File: src/hw/rtl/u8u16_pkg.sv
// Shared types and constants for the UTF-8 to UTF-16 decoder.
package u8u16_pkg;

   // Error codes carried with each result.
   typedef enum logic [2:0] {
      ERR_NONE      = 3'd0,
      ERR_BAD_LEAD  = 3'd1,
      ERR_TRUNCATED = 3'd2,
      ERR_BAD_CONT  = 3'd3,
      ERR_BAD_POINT = 3'd4
   } err_kind_type;

   localparam int unsigned POINT_W   = 21;
   localparam int unsigned UNIT_W    = 16;
   localparam int unsigned REQ_TDATA_W = 16;

   localparam logic [POINT_W-1:0] MIN_TWO_BYTE   = 21'h000080;
   localparam logic [POINT_W-1:0] MIN_THREE_BYTE = 21'h000800;
   localparam logic [POINT_W-1:0] MIN_FOUR_BYTE  = 21'h010000;
   localparam logic [POINT_W-1:0] MAX_POINT      = 21'h10FFFF;
   localparam logic [POINT_W-1:0] SURR_LOW_BOUND = 21'h00D800;
   localparam logic [POINT_W-1:0] SURR_HIGH_BOUND = 21'h00DFFF;
   localparam logic [POINT_W-1:0] BMP_MAX        = 21'h00FFFF;
   localparam logic [POINT_W-1:0] PLANE1_BASE    = 21'h010000;

   // Top six bits of high and low surrogates.
   localparam logic [5:0] HIGH_SURR_TAG = 6'b110110;
   localparam logic [5:0] LOW_SURR_TAG  = 6'b110111;

   // One result item.
   typedef struct packed {
      logic [UNIT_W-1:0] code_unit;
      err_kind_type      error_kind;
      logic              last_of_run;
   } result_type;

endpackage

File: src/hw/rtl/utf8_to_utf16_decoder_unit.sv
// UTF-8 to UTF-16 decoder: input register, decode logic, two-slot result register.
//
//  channel | dir | ports      | payload
//  --------+-----+------------+--------------------------------------------------
//  req     | in  | req_t*     | tdata[7:0] byte_value, tdata[9:8] bytes_after
//  rsp     | out | rsp_t*     | tdata code_unit, tuser error_kind, tlast last_of_run
//
// One request per cycle is taken while the result register can accept the decode
// of the byte before it. A request that decodes to a code point above 0xFFFF yields
// two results (high then low surrogate); the next request waits in the input
// register until the low surrogate is being taken. Decode runs in the cycle a request
// leaves the input register; a result shows on rsp the following cycle.
// reset (synchronous, active high) clears decoder state and empties both stages.
// A stall on rsp backs up through the result slots into the input register and
// then drops req_tready; rsp_tready reaches req_tready combinationally.
module utf8_to_utf16_decoder_unit (
   input  logic        clock,
   input  logic        reset,
   // request side
   input  logic        req_tvalid,
   output logic        req_tready,
   input  logic [15:0] req_tdata,   // [7:0] byte_value, [9:8] bytes_after, rest zero
   // result side
   output logic        rsp_tvalid,
   input  logic        rsp_tready,
   output logic [15:0] rsp_tdata,   // [15:0] code_unit
   output logic [2:0]  rsp_tuser,   // [2:0] error_kind
   output logic        rsp_tlast    // last_of_run
);

   localparam int unsigned PW = u8u16_pkg::POINT_W;

   // input register
   logic       in_valid_ff, in_valid_in;
   logic [7:0] in_byte_ff, in_byte_in;
   logic [1:0] in_after_ff, in_after_in;

   // decoder state
   logic [PW-1:0] partial_point_ff, partial_point_in;
   logic [1:0]    pending_count_ff, pending_count_in;
   logic [1:0]    sequence_length_ff, sequence_length_in;
   logic          skipping_ff, skipping_in;

   // result register: slot 0 is shown, slot 1 waits behind it
   logic [1:0]             res_count_ff, res_count_in;
   u8u16_pkg::result_type  res0_ff, res0_in;
   u8u16_pkg::result_type  res1_ff, res1_in;

   // decode outputs
   logic [1:0]             dec_count;
   u8u16_pkg::result_type  dec_r0, dec_r1;
   logic [PW-1:0]          dec_point;
   logic [1:0]             dec_pending;
   logic [1:0]             dec_seqlen;
   logic                   dec_skip;

   logic          res_pop;
   logic          res_free;
   logic          dec_go;
   logic [PW-1:0] cp_next;
   logic [PW-1:0] cp_min;
   logic [PW-1:0] cp_off;
   logic [1:0]    pend_next;
   logic [PW-1:0] lead_bits;
   logic [1:0]    lead_tail;
   logic          lead_bad;

   assign res_pop  = rsp_tvalid && rsp_tready;
   // result register is empty after this edge
   assign res_free = (res_count_ff == 2'd0) || ((res_count_ff == 2'd1) && rsp_tready);
   assign dec_go   = in_valid_ff && res_free;
   assign req_tready = !in_valid_ff || dec_go;

   assign rsp_tvalid = (res_count_ff != 2'd0);
   assign rsp_tdata  = res0_ff.code_unit;
   assign rsp_tuser  = res0_ff.error_kind;
   assign rsp_tlast  = res0_ff.last_of_run;

   // lead byte class
   always_comb begin
      lead_bits = '0;
      lead_tail = 2'd0;
      lead_bad  = 1'b0;
      case (in_byte_ff) inside
         [8'hC0:8'hDF]: begin
            lead_bits = PW'(in_byte_ff[4:0]);
            lead_tail = 2'd1;
         end
         [8'hE0:8'hEF]: begin
            lead_bits = PW'(in_byte_ff[3:0]);
            lead_tail = 2'd2;
         end
         [8'hF0:8'hF7]: begin
            lead_bits = PW'(in_byte_ff[2:0]);
            lead_tail = 2'd3;
         end
         default: begin
            lead_bad = 1'b1;
         end
      endcase
   end

   assign cp_next   = {partial_point_ff[PW-7:0], in_byte_ff[5:0]};
   assign pend_next = pending_count_ff - 2'd1;
   assign cp_off    = cp_next - u8u16_pkg::PLANE1_BASE;

   always_comb begin
      case (sequence_length_ff)
         2'd1:    cp_min = u8u16_pkg::MIN_TWO_BYTE;
         2'd2:    cp_min = u8u16_pkg::MIN_THREE_BYTE;
         default: cp_min = u8u16_pkg::MIN_FOUR_BYTE;
      endcase
   end

   // decode one byte against the current state
   always_comb begin
      dec_count   = 2'd0;
      dec_r0      = '{code_unit: '0, error_kind: u8u16_pkg::ERR_NONE, last_of_run: 1'b1};
      dec_r1      = '{code_unit: '0, error_kind: u8u16_pkg::ERR_NONE, last_of_run: 1'b1};
      dec_point   = partial_point_ff;
      dec_pending = pending_count_ff;
      dec_seqlen  = sequence_length_ff;
      dec_skip    = skipping_ff;

      if (skipping_ff) begin
         // drop bytes until the string ends
         if (in_after_ff == 2'd0) begin
            dec_skip = 1'b0;
         end
      end else if (pending_count_ff == 2'd0) begin
         if (!in_byte_ff[7]) begin
            dec_count        = 2'd1;
            dec_r0.code_unit = {8'h00, in_byte_ff};
         end else if (lead_bad) begin
            dec_count         = 2'd1;
            dec_r0.error_kind = u8u16_pkg::ERR_BAD_LEAD;
            dec_skip          = (in_after_ff != 2'd0);
         end else if (lead_tail > in_after_ff) begin
            dec_count         = 2'd1;
            dec_r0.error_kind = u8u16_pkg::ERR_TRUNCATED;
            dec_skip          = (in_after_ff != 2'd0);
         end else begin
            dec_point   = lead_bits;
            dec_pending = lead_tail;
            dec_seqlen  = lead_tail;
         end
      end else if (in_byte_ff[7:6] != 2'b10) begin
         dec_count         = 2'd1;
         dec_r0.error_kind = u8u16_pkg::ERR_BAD_CONT;
         dec_point         = '0;
         dec_pending       = 2'd0;
         dec_seqlen        = 2'd0;
         dec_skip          = (in_after_ff != 2'd0);
      end else if (pend_next != 2'd0) begin
         if (in_after_ff == 2'd0) begin
            // string ends inside a sequence
            dec_count         = 2'd1;
            dec_r0.error_kind = u8u16_pkg::ERR_TRUNCATED;
            dec_point         = '0;
            dec_pending       = 2'd0;
            dec_seqlen        = 2'd0;
         end else begin
            dec_point   = cp_next;
            dec_pending = pend_next;
         end
      end else begin
         dec_point   = '0;
         dec_pending = 2'd0;
         dec_seqlen  = 2'd0;
         if ((cp_next < cp_min) || (cp_next > u8u16_pkg::MAX_POINT) ||
             ((cp_next >= u8u16_pkg::SURR_LOW_BOUND) &&
              (cp_next <= u8u16_pkg::SURR_HIGH_BOUND))) begin
            dec_count         = 2'd1;
            dec_r0.error_kind = u8u16_pkg::ERR_BAD_POINT;
            dec_skip          = (in_after_ff != 2'd0);
         end else if (cp_next <= u8u16_pkg::BMP_MAX) begin
            dec_count        = 2'd1;
            dec_r0.code_unit = cp_next[15:0];
         end else begin
            // surrogate pair
            dec_count          = 2'd2;
            dec_r0.code_unit   = {u8u16_pkg::HIGH_SURR_TAG, cp_off[19:10]};
            dec_r0.last_of_run = 1'b0;
            dec_r1.code_unit   = {u8u16_pkg::LOW_SURR_TAG, cp_off[9:0]};
         end
      end
   end

   // next values
   always_comb begin
      in_valid_in = in_valid_ff;
      in_byte_in  = in_byte_ff;
      in_after_in = in_after_ff;
      if (req_tvalid && req_tready) begin
         in_valid_in = 1'b1;
         in_byte_in  = req_tdata[7:0];
         in_after_in = req_tdata[9:8];
      end else if (dec_go) begin
         in_valid_in = 1'b0;
      end

      partial_point_in   = partial_point_ff;
      pending_count_in   = pending_count_ff;
      sequence_length_in = sequence_length_ff;
      skipping_in        = skipping_ff;
      if (dec_go) begin
         partial_point_in   = dec_point;
         pending_count_in   = dec_pending;
         sequence_length_in = dec_seqlen;
         skipping_in        = dec_skip;
      end

      res_count_in = res_count_ff;
      res0_in      = res0_ff;
      res1_in      = res1_ff;
      if (dec_go) begin
         res_count_in = dec_count;
         res0_in      = dec_r0;
         res1_in      = dec_r1;
      end else if (res_pop) begin
         res_count_in = res_count_ff - 2'd1;
         res0_in      = res1_ff;
      end
   end

   always_ff @(posedge clock) begin
      if (reset) begin
         in_valid_ff        <= 1'b0;
         partial_point_ff   <= '0;
         pending_count_ff   <= 2'd0;
         sequence_length_ff <= 2'd0;
         skipping_ff        <= 1'b0;
         res_count_ff       <= 2'd0;
      end else begin
         in_valid_ff        <= in_valid_in;
         partial_point_ff   <= partial_point_in;
         pending_count_ff   <= pending_count_in;
         sequence_length_ff <= sequence_length_in;
         skipping_ff        <= skipping_in;
         res_count_ff       <= res_count_in;
      end
   end

   always_ff @(posedge clock) begin
      in_byte_ff  <= in_byte_in;
      in_after_ff <= in_after_in;
      res0_ff     <= res0_in;
      res1_ff     <= res1_in;
   end

endmodule

File: config.mk
export PLATFORM = sky130hd
export DESIGN_NAME = utf8_to_utf16_decoder_unit
export DESIGN_NICKNAME = d
export VERILOG_FILES = /design/src/hw/rtl/u8u16_pkg.sv /design/src/hw/rtl/utf8_to_utf16_decoder_unit.sv
export SDC_FILE = /design/constraint.sdc
export NUM_CORES = 1
export LEC_CHECK = 0
export ABC_AREA = 1
export CORE_ASPECT_RATIO = 1.5
export CORE_MARGIN = 5
export CORE_UTILIZATION = 59
export CTS_CLUSTER_SIZE = 25
export DETAILED_ROUTE_END_ITERATION = 7
export DONT_BUFFER_PORTS = 1
export HOLD_SLACK_MARGIN = 0.02
export PLACE_DENSITY = 0.75
export SYNTH_ARGS = -nofsm -noshare
export SYNTH_HDL_FRONTEND = slang
export SYNTH_SLANG_ARGS = --single-unit
File: constraint.sdc
create_clock -name clock -period 4.75 [get_ports clock]
set_input_delay 0.475 -clock clock [delete_from_list [all_inputs] [get_ports clock]]
set_output_delay 0.475 -clock clock [all_outputs]
set_load 0.01 [all_outputs]
* After elaboration in Yosys (flattened, before gate mapping) *
Index checks and enable logic that the tools add are counted.

word-level totals
  flip-flop bits (word level) = 69
  output and inout bits = 22
  logic and storage cells = 135

operators by class
  add/sub/neg operators = 3
  order comparisons = 12
  equal/unequal tests = 8
  muxes and demuxes = 73
  bitwise operators = 1
  reductions and logical operators = 25

operator list
  cell                    count
  $mux 15                 8
  $mux 16                 5
  $mux 20                 3
  $mux 2                  26
  $le 21x16->1 const B    2
  $pmux 17 s2             1
  $ge 8x8->1 const B      3
  $le 8x8->1 const B      3
  $mux 1                  23
  $ge 21x16->1 const B    1
  $gt 21x21->1 const B    1
  $lt 21x17->1            1
  $sub 20x17->20 const B  1
  $mux 19                 1
  $mux 3                  4
  $reduce_bool 2->1       5
  $logic_and 1x1->1       8
  $ne 2x2->1 const B      4
  $mux 7                  1
  $logic_not 2->1         3
  $reduce_and 6->1        1
  $reduce_or 6->1         1
  $reduce_and 5->1        1
  $reduce_or 5->1         1
  other kinds (9)         14

* Depth between registers and ports, before layout *
Gate-level depths: netlist of run 1.

  word-level depth = 12
  gate-level depth with buffers = 19
  gate-level depth less buffers = 19

* Worst setup path after synthesis of run 1 *
Ideal clock, no wire load.

  path kind = register -> register
  start = register in_byte_ff[5]
  end = register partial_point_ff[3]
  setup time = 0.128 ns
  arrival = 1.950 ns
  required time = 4.622 ns
  setup slack = 2.673 ns
  cell stages (with the launch flop) = 16
  path buffers = 1
  cell sequence = edfxtp_1 inv_1 nor2_1 o21ai_1 inv_1 ha_1 inv_1 o21ai_0 nand2_1 o21ai_2 nand2_1 nand2_2 inv_2 buf_6 o21ai_0 nor2_1

between the ends
  cells in the longest elaborated chain, start to end = 8

RTL lines
  what                                                          RTL line                                                              source
  from (decl)                                                   utf8_to_utf16_decoder_unit.sv:35                                      logic [7:0] in_byte_ff, in_byte_in;
  from (signal assigned)                                        utf8_to_utf16_decoder_unit.sv:245                                     in_byte_ff <= in_byte_in;
  $ge 8x8->1 (no source line) or $le 8x8->1 (tied branches)     -
  $logic_and 1x1->1 (no source line)                            -
  $mux 2 or $mux 4 (tied branches)                              utf8_to_utf16_decoder_unit.sv:84                                      case (in_byte_ff) inside
  $mux 2 or $mux 15 (tied branches)                             utf8_to_utf16_decoder_unit.sv:84
  $mux 2 or $mux 15 (tied branches)                             utf8_to_utf16_decoder_unit.sv:84, utf8_to_utf16_decoder_unit.sv:138
  $gt 2x2->1 or $mux 15 (tied branches)                         utf8_to_utf16_decoder_unit.sv:138, utf8_to_utf16_decoder_unit.sv:134
  $ne 2x2->1 (no source line) or $mux 15 (tied branches)        -
  $reduce_and 5->1 (no source line) or $mux 15 (tied branches)  -
  to (signal assigned)                                          utf8_to_utf16_decoder_unit.sv:236                                     partial_point_ff <= partial_point_in;
  to (decl)                                                     utf8_to_utf16_decoder_unit.sv:39                                      logic [PW-1:0] partial_point_ff, partial_point_in;

Several ways; a longest one is shown, not always the timed one. The select of a mux whose other input is x is not followed.
A chain may end at the register's enable or synchronous reset.

* Worst setup path in the final report of run 1 *
  start = register res_count_ff[0]
  end = register sequence_length_ff[1]

between the ends
  cells in the longest elaborated chain, start to end = 5

RTL lines
  what                                   RTL line                           source
  from (decl)                            utf8_to_utf16_decoder_unit.sv:45   logic [1:0] res_count_ff, res_count_in;
  from (signal assigned)                 utf8_to_utf16_decoder_unit.sv:240  res_count_ff <= res_count_in;
  $eq 2x1->1                             utf8_to_utf16_decoder_unit.sv:70   assign res_free = (res_count_ff == 2'd0) || ((res_count_ff == 2'd1) && rsp_tready);
  $logic_and 1x1->1                      utf8_to_utf16_decoder_unit.sv:70
  $logic_or 1x1->1 (*)                   utf8_to_utf16_decoder_unit.sv:70
  $logic_and 1x1->1 (*)                  utf8_to_utf16_decoder_unit.sv:71   assign dec_go = in_valid_ff && res_free;
  named net dec_go                       utf8_to_utf16_decoder_unit.sv:59   logic dec_go;
  $reduce_and 6->1 (no source line) (*)  -
  to (signal assigned)                   utf8_to_utf16_decoder_unit.sv:238  sequence_length_ff <= sequence_length_in;
  to (decl)                              utf8_to_utf16_decoder_unit.sv:41   logic [1:0] sequence_length_ff, sequence_length_in;

Mark *: on every way through the listed nets, which the timed path passes. The rest lies on a longest branch.

==> impl_metrics.py, run 1 <==
metrics = {
    "outcome": {
        "status": "finished, final reports clean",
    },
    "synthesis": {
        "yosys_register_bits": 64,
        "synth-async-reset-ratio": 0,
        "syn-num-nets": 436,
        "syn_inst": 405,
        "yosysUniqueCellTypes": 44,
        "avgSynthCellArea_um2": 8.74,
        "syn_area_um2": 3540,
        "yosysSeqAreaShare": 0.478,
        "synth-main-ff-cell": "edfxtp_1",
        "synth_edf_count": 41,
        "ys_warn_count": 0,
    },
    "drt": {
        "firstDrtPassIters": 4,
        "wl_per_cell_um": 14.6,
        "ant_nets": 0,
        "drc_errors": 0,
        "via_per_inst": 5.44,
        "drt-total-wl_um": 7030,
        "vias": 2616,
        "drt-initial-drc-count": 138,
    },
    "cts": {
        "cts_setup_buffers": 0,
        "clkSinkCount": 64,
        "cts_max_path_buffers": 2,
        "cts_buffers": 9,
        "clk_latency_ns": 0.34,
        "cts_htree_levels": 3,
        "root_buffer": "clkbuf_8",
        "clkTransAtPathRegs_ns": 0.07,
        "tritoncts": "built",
        "cts_resized": 0,
        "cts_hold_buf": 0,
    },
    "global_routing": {
        "grt_pass1_vias": 2710,
        "grt_overflow_total": 0,
        "grt_max_degree": 24,
        "track_usage": 0.201,
        "grt_pass1_wl_um": 12100,
        "antenna_found_initial": 0,
    },
    "worst_setup_path": {
        "endpoint_kind": "flip-flop",
        "cp_max_fo": 22,
        "crit_path_cell_trace": "inv_1, ha_1, a21oi_2, nor2_4, inv_2, nor2_4, inv_2, nor2_1, nand2_2, inv_2, nand2_1, o21ai_0, a21oi_1",
        "cpMaxStageDelayCell": "dfxtp_1",
        "critPathMaxStageDelay_ns": 0.33,
        "cp.required_ns": 4.97,
        "r2r_end": "sequence_length_ff[1]",
        "arrival_ns": 3.03,
        "crit_top_cell": "inv_2",
        "critPathKind": "reg -> reg",
        "critPathLaunch": "res_count_ff[0]",
        "worst_r2r_path_depth": 13,
        "reg2reg_from": "res_count_ff[0]",
        "crit_family": "simple AND/OR/NAND/NOR gates",
        "critPathLaunchType": "flip-flop",
        "crit_buf_inv": 4,
        "rrSetupSlack_ns": 1.94,
    },
    "floorplan": {
        "core-area_um2": 5830,
        "top_level_ports": 42,
        "initial_core_util": 0.608,
        "die_y_um": 105,
        "die-width_um": 73.3,
        "rows": 34,
        "die-area_um2": 7680,
    },
    "sta": {
        "slew_headroom": 0.386,
        "worstMarginPinSlew_ns": 0.921,
        "period_share": 0.591,
        "max_freq_mhz": 356,
        "fin_setup_tns_ns": 0,
        "skew_ns": 0.0112,
        "drv_slew": 0,
        "setup_viol_count_final": 0,
        "whs_ns": 0.191,
        "rsz0062_at_grt": "no",
        "hold_viol_final": 0,
        "period_needed_ns": 2.81,
    },
    "cells_and_area": {
        "drive_above_1_share": 0.174,
        "nets": 435,
        "fillerInstances": 477,
        "final_common_cell": "nand2_1",
        "antennaDiodeCount": 0,
        "synthToLayoutAreaGrowth_pct": 6.01,
        "mostFrequentLayoutCells": "93 x nand2_1, 41 x edfxtp_1, 40 x inv_1",
        "finalNonFillerCells": 481,
        "final_area_um2": 3750,
    },
    "min_path": {
        "min_to": "skipping_ff",
        "hold_path_depth": 1,
        "min_from": "reset",
        "hold_class": "in -> reg",
    },
    "power_and_ir_drop": {
        "power_leakage_nw": 1.45,
        "irDropWorstVdd_mv": 0.259,
        "pwr_density_cell_nw_per_um2": 457,
    },
    "placement": {
        "dp_cells": 465,
        "gp_congestion": 0.911,
        "dpl_cell_area_um2": 3540,
        "dp_hpwl_um": 5480,
        "port_buffers": 0,
    },
    "flow_run": {
        "max_cap_violations": 0,
    },
}
-- report_power, final --
part           switching [mW]  leakage (nW)  internal [mW]
Clock                   0.202         0.106          0.291
Combinational           0.254         0.760         0.0968
Sequential             0.0977         0.579          0.774
Total                   0.554          1.45           1.16
-- final cells by class --
| class | instances | area [um^2] | share of cell area |
|---|---|---|---|
| clock inverters | 7 | 86.3 | 0.0230 |
| flip-flops and latches | 64 | 1690 | 0.451 |
| multi-input cells | 274 | 1550 | 0.412 |
| well taps | 72 | 90.1 | 0.0240 |
| inverters | 55 | 216 | 0.0577 |
| clock buffers | 9 | 124 | 0.0330 |
-- registers in the layout, indices dropped and copies added (netlist names) --
| signal | count |
|---|---|
| pending_count_ff | 2 |
| in_byte_ff | 8 |
| rsp_tlast | 1 |
| in_valid_ff | 1 |
| res_count_ff | 2 |
| rsp_tdata | 16 |
| res1_ff | 11 |
| in_after_ff | 2 |
| sequence_length_ff | 2 |
| partial_point_ff | 15 |
| skipping_ff | 1 |
| rsp_tuser | 3 |
-- stage by stage --
step	setup WS [ns]	utilization	power (mW)
6_report	1.94	0.644	1.71
5_1_grt	1.69	0.644	1.82
4_1_cts	1.96	0.644	1.73
3_5_place_dp	1.98	0.608	1.24
3_3_place_gp	2.09	0.608	1.22
2_1_floorplan	2.67	-	1.16
-- worst max-delay path by stage --
stage                                  to  slack, ns  depth (start not counted)
global placement    sequence_length_ff[1]       2.09                         15
finish              sequence_length_ff[1]       1.94                         13
global route        sequence_length_ff[0]       1.69                         13
floorplan             partial_point_ff[3]       2.67                         15
detailed placement  sequence_length_ff[1]       1.98                         13
CTS                 sequence_length_ff[1]       1.96                         13
-- cells in the mapped netlist, types with 4 or more instances --
library cell / instances / area (um^2)
nor2_4: 5 / 56.3
nand3b_1: 4 / 30.0
a21oi_1: 22 / 110
inv_2: 11 / 41.3
nand2_1: 93 / 349
nand3_1: 10 / 50.1
buf_6: 5 / 56.3
nor3_1: 4 / 20.0
o21ai_0: 20 / 100
edfxtp_1: 41 / 1230
nor2_1: 36 / 135
nor2_2: 15 / 93.8
nand2_2: 5 / 31.3
buf_2: 4 / 20.0
o21ai_1: 8 / 40.0
o22ai_1: 6 / 37.5
inv_1: 40 / 150
dfxtp_1: 23 / 460
ha_1: 11 / 138
o211ai_1: 5 / 37.5
-- per-layer routing --
layer  vias to the layer above  share of wire  global-route usage
met1                      1205           0.42               0.231
met4                         0          0.026               0.103
met2                        56           0.52               0.344
li1                       1341              -                   -
met5                         -              0                   0
met3                        14          0.030              0.0384
-- cells by family (layout without fill, tap and decap cells) --
kind of cell / after synthesis / count (layout) / share of synthesized area
and+or+nand+nor: 183 / 183 / 0.255
AOI/OAI and AO/OA: 79 / 79 / 0.140
buffers and inverters: 67 / 71 / 0.0859
DFF: 64 / 64 / 0.478
adders and majority gates: 11 / 11 / 0.0389
xor gates and xnor gates: 1 / 1 / 0.00247
(Power assumes the default switching activity.)
==> inputs of run 2 (changes only) <==
- ABC_AREA: 1 -> 0
- clock period: 4.75 -> 2.9 ns (I/O delays scaled with it)
==> impl_metrics.py, run 2 <==
metrics = {
    "power_and_ir_drop": {
        "power_leakage_nw": 1.35,
        "pwr_density_cell_nw_per_um2": 630,
        "finalPower_mw": 2.24,
        "irDropWorstVdd_mv": 0.359,
    },
    "drt": {
        "wl_per_cell_um": 17.0,
        "drt-total-wl_um": 7020,
        "firstDrtPassIters": 4,
        "drt-initial-drc-count": 249,
        "drc_errors": 0,
        "met3RoutedLength_um": 393,
        "wl_met1_um": 2730,
        "wl_met2_um": 3630,
        "routed.top_layer": "met4",
        "ant_nets": 0,
        "vias": 2496,
        "via_per_inst": 6.04,
    },
    "sta": {
        "slew_headroom": 0.482,
        "hold_viol_final": 0,
        "period_share": 0.906,
        "max_freq_mhz": 381,
        "setup_viol_count_final": 0,
        "fin_setup_tns_ns": 0,
        "period_needed_ns": 2.63,
        "drv_slew": 0,
        "worst_slack_ns": 0.273,
        "worstMarginPinSlew_ns": 0.774,
        "skew_ns": 0.00791,
    },
    "placement": {
        "dpl_cell_area_um2": 3370,
        "dp_cells": 396,
        "pre_cts_ws_ns": 0.123,
        "port_buffers": 0,
        "dp_hpwl_um": 5040,
        "gp_congestion": 0.883,
    },
    "synthesis": {
        "synth_top_area_frac": 0.386,
        "synth_common_cells": "41 x edfxtp_1, 34 x a21oi_1, 31 x nand2_1",
        "synth.area.top_cells": "edfxtp_1 39%, dfxtp_1 14%, a21oi_1 5.3%",
        "synth_top_cell_by_area": "edfxtp_1",
        "synth.most_common_cell": "edfxtp_1",
        "yosys_register_bits": 64,
        "syn_inst": 325,
        "syn_area_um2": 3190,
        "ys_warn_count": 0,
        "synth-async-reset-ratio": 0,
        "yosysUniqueCellTypes": 47,
        "syn-num-nets": 356,
        "avgSynthCellArea_um2": 9.82,
        "synth-main-ff-cell": "edfxtp_1",
        "synth_edf_count": 41,
        "yosysSeqAreaShare": 0.530,
    },
    "outcome": {
        "status": "finished, final reports clean",
    },
    "global_routing": {
        "antenna_found_initial": 0,
        "grt_pass1_wl_um": 11700,
        "grt_pass1_vias": 2436,
        "grt_overflow_total": 0,
        "track_usage": 0.216,
        "grt_max_degree": 25,
    },
    "worst_setup_path": {
        "cp.required_ns": 3.16,
        "arrival_ns": 2.88,
        "crit_top_cell": "a21oi_1",
        "cpMaxStageDelayCell": "edfxtp_1",
        "endpoint_kind": "flip-flop",
        "crit_path_cell_trace": "nand2b_1, a21oi_1, inv_1, ha_1, and2_1, o21ai_0, buf_4, a211o_1, buf_12, nand2_1, a21oi_1",
        "critPathMaxStageDelay_ns": 0.55,
        "critPathKind": "reg -> reg",
        "cp_max_fo": 11,
        "critPathLaunchType": "flip-flop",
    },
    "cells_and_area": {
        "final_area_um2": 3560,
        "antennaDiodeCount": 0,
        "synthToLayoutAreaGrowth_pct": 11.6,
        "final_common_cell": "edfxtp_1",
        "drive_above_1_share": 0.113,
        "finalNonFillerCells": 413,
        "nets": 371,
        "largest_reg_flops": 16,
        "mostFrequentLayoutCells": "41 x edfxtp_1, 34 x a21oi_1, 31 x nand2_1",
    },
    "min_path": {
        "hold_class": "in -> reg",
    },
    "floorplan": {
        "initial_core_util": 0.613,
        "top_level_ports": 42,
        "rows": 32,
        "die-width_um": 70.1,
        "die-area_um2": 7010,
        "die_y_um": 100,
        "core-area_um2": 5200,
    },
    "cts": {
        "root_buffer": "clkbuf_8",
        "cts_buffers": 9,
        "clk_latency_ns": 0.34,
        "cts_setup_buffers": 0,
        "cts_htree_levels": 3,
        "cts_max_path_buffers": 2,
        "clkSinkCount": 64,
        "tritoncts": "built",
        "clkTransAtPathRegs_ns": 0.06,
    },
    "flow_run": {
        "max_cap_violations": 0,
    },
}
## run 2: changes by cell type after synthesis, sizes merged, moves of 9 or more
cell	before	now
a21oi	25	34
and2	0	14
clkbuf	3	14
inv	54	18
nand2	101	31
nand3	11	21
nor2	57	24
o21ai	29	18
## run 2: final timing paths
check	to	cells past startpoint	slack (ns)	from
worst max-delay path	partial_point_ff[5]	11	0.27	in_byte_ff[4]
worst min-delay path	in_byte_ff[3]	0	0.04	req_tdata[3]
worst max register to register	partial_point_ff[5]	11	0.27	in_byte_ff[4]
worst min register to register	partial_point_ff[14]	2	0.50	partial_point_ff[14]
## run 2: layout make-up
class	count	area, um^2
clock buffers	11	131
fillers	404	1640
well taps	68	85.1
inverters	18	67.6
repair buffers	21	173
flip-flops and latches	64	1690
multi-input cells	226	1370
clock inverters	5	47.5
## run 2: critical path: cells and delay by family (launching register included)
kind	cells	cell delay (ns)
flops	1	0.55
buf+inv	3	0.43
compound gates	4	0.97
fa+ha+maj	1	0.26
simple gates	3	0.31
## run 2: kinds of logic (layout without fill, tap and decap cells)
group | Yosys count | after routing | share of synthesized area
and+or+nand+nor | 124 | 124 | 0.201
adders and majority gates | 11 | 11 | 0.0431
DFF | 64 | 64 | 0.530
AOI/OAI and AO/OA | 82 | 82 | 0.152
xor gates and xnor gates | 2 | 2 | 0.00549
muxes | 7 | 7 | 0.0223
buffers and inverters | 35 | 55 | 0.0463
## run 2: repair_timing
action / CTS / global route
resized for setup: 0 / 2
hold endpoints to repair: 20 / 0
hold buffers: 1 / 0
setup endpoints to repair: 0 / 20
## run 2: where the power goes
group / leakage (nW) / total (mW) / switching (mW) / internal, mW
combinational: 0.675 / 0.342 / 0.223 / 0.119
sequential: 0.582 / 1.20 / 0.0838 / 1.11
clock: 0.0922 / 0.702 / 0.314 / 0.388
## run 2: routing by layer
metal,up-vias,track usage
li1,1209,-
met5,-,0
met4,0,0.125
met1,1173,0.247
met3,24,0.0461
met2,90,0.371
## run 2: stage by stage
stage / util / hold WS (ns)
2_1_floorplan: - / 0.389
3_3_place_gp: 0.647 / 0.364
3_5_place_dp: 0.647 / 0.366
4_1_cts: 0.683 / 0.0295
5_1_grt: 0.684 / 0.0260
6_report: 0.684 / 0.0391
==> inputs of run 3 (changes only) <==
- ABC_AREA: 0 -> 1
==> impl_metrics.py, run 3 (synthesis gave the netlist of run 1 again) <==
metrics = {
    "cts": {
        "tritoncts": "built",
        "cts_resized": 0,
        "cts_max_path_buffers": 2,
        "cts_buffers": 9,
        "clk_latency_ns": 0.35,
        "clkTransAtPathRegs_ns": 0.07,
        "cts_htree_levels": 3,
        "cts_setup_buffers": 0,
        "root_buffer": "clkbuf_8",
        "clkSinkCount": 64,
    },
    "cells_and_area": {
        "largest_reg_flops": 16,
        "final_common_cell": "nand2_1",
        "synthToLayoutAreaGrowth_pct": 5.55,
        "drive_above_1_share": 0.174,
        "nets": 440,
        "antennaDiodeCount": 0,
        "mostFrequentLayoutCells": "93 x nand2_1, 41 x edfxtp_1, 40 x inv_1",
    },
    "placement": {
        "dp_hpwl_um": 5650,
        "gp_congestion": 0.935,
        "port_buffers": 0,
        "pre_cts_ws_ns": 0.466,
    },
    "min_path": {
        "hold_class": "in -> reg",
    },
    "global_routing": {
        "antenna_found_initial": 0,
        "grt_pass1_wl_um": 12500,
        "track_usage": 0.210,
        "grt_max_degree": 24,
        "grt_overflow_total": 0,
        "grt_pass1_vias": 2768,
    },
    "worst_setup_path": {
        "endpoint_kind": "flip-flop",
        "critPathKind": "reg -> reg",
        "critPathLaunchType": "flip-flop",
        "cp_max_fo": 18,
        "arrival_ns": 2.75,
        "cp.required_ns": 3.16,
    },
    "sta": {
        "fin_setup_tns_ns": 0,
        "worst_slack_ns": 0.412,
        "drv_slew": 0,
        "max_freq_mhz": 402,
        "slew_headroom": 0.463,
        "setup_viol_count_final": 0,
        "rsz0062_at_grt": "no",
        "skew_ns": 0.0115,
        "period_share": 0.858,
        "hold_viol_final": 0,
        "period_needed_ns": 2.49,
        "worstMarginPinSlew_ns": 0.804,
    },
    "floorplan": {
        "die-area_um2": 7680,
        "initial_core_util": 0.608,
        "top_level_ports": 42,
        "die_y_um": 105,
        "rows": 34,
        "core-area_um2": 5830,
        "die-width_um": 73.3,
    },
    "drt": {
        "wl_per_cell_um": 15.1,
        "drt-initial-drc-count": 127,
        "drt-total-wl_um": 7330,
        "via_per_inst": 5.53,
        "firstDrtPassIters": 4,
        "drc_errors": 0,
        "vias": 2690,
        "ant_nets": 0,
    },
    "power_and_ir_drop": {
        "power_leakage_nw": 1.45,
        "irDropWorstVdd_mv": 0.553,
        "finalPower_mw": 2.66,
        "pwr_density_cell_nw_per_um2": 712,
    },
    "outcome": {
        "status": "finished, final reports clean",
    },
    "flow_run": {
        "max_cap_violations": 0,
    },
}
==> run 3: changes by cell type in the layout (fill, tap and decap cells not counted), moves of 12 or more <==
cell / change
and2_1: -14
buf_4: -15
inv_1: +22
a21oi_1: -12
nor2_2: +15
nand2_1: +62
nor2_1: +12
==> run 3: stage by stage <==
step / cell area, um^2 / utilization / cells / hold WS [ns]
2_1_floorplan: 3540 / - / 405 / 0.389
3_3_place_gp: 3570 / 0.613 / 469 / 0.355
3_5_place_dp: 3570 / 0.613 / 469 / 0.359
4_1_cts: 3740 / 0.641 / 486 / 0.0311
5_1_grt: 3740 / 0.641 / 486 / 0.0210
6_report: 3740 / 0.641 / 486 / 0.0355
==> run 3: per-layer routing <==
| metal | track usage | up-vias | part of all wire |
|---|---|---|---|
| met1 | 0.238 | 1236 | 0.40 |
| met4 | 0.129 | 0 | 0.045 |
| met5 | 0 | - | 0 |
| met2 | 0.346 | 68 | 0.51 |
| li1 | - | 1359 | - |
| met3 | 0.0490 | 27 | 0.043 |
==> run 3: cell type report <==
cell class                      count  area [um^2]
Fill cell                         479         2090
Sequential cell                    64         1690
Multi-Input combinational cell    274         1550
Inverter                           55          216
Clock buffer                       10          128
Tap cell                           72         90.1
Timing Repair Buffer                5         40.0
Clock inverter                      6         26.3
==> run 3: path summary, 6_finish.rpt <==
kind | startpoint | to | slack, ns | cells past startpoint
worst min-delay path | req_tdata[8] | in_after_ff[0] | 0.04 | 0
worst max-delay path | in_byte_ff[5] | partial_point_ff[7] | 0.41 | 14
worst min register to register | sequence_length_ff[0] | sequence_length_ff[0] | 0.48 | 2
worst max register to register | in_byte_ff[5] | partial_point_ff[7] | 0.41 | 14
==> run 3: report_power, final <==
part | switching (mW) | internal [mW] | leakage [nW] | total [mW]
Combinational | 0.433 | 0.178 | 0.784 | 0.611
Clock | 0.327 | 0.296 | 0.0823 | 0.623
Sequential | 0.162 | 1.26 | 0.579 | 1.43
Total | 0.922 | 1.74 | 1.45 | 2.66
==> run 3: critical path: stages (launching register included) <==
cell and delay [ns]:
edfxtp_1 0.47, inv_1 0.19, nor2_1 0.09, o21ai_1 0.12, inv_1 0.11, ha_1 0.31
inv_1 0.04, o21ai_0 0.19, nand2_1 0.10, o21ai_2 0.08, nand2_1 0.08, nand2_2 0.13
buf_4 0.25, a21oi_1 0.06, a211oi_1 0.17
==> run 3: what timing repair did <==
| action | in CTS | in global routing |
|---|---|---|
| hold buffers | 1 | 0 |
| setup endpoints to repair | 0 | 0 |
| endpoints found under the hold margin | 18 | 0 |
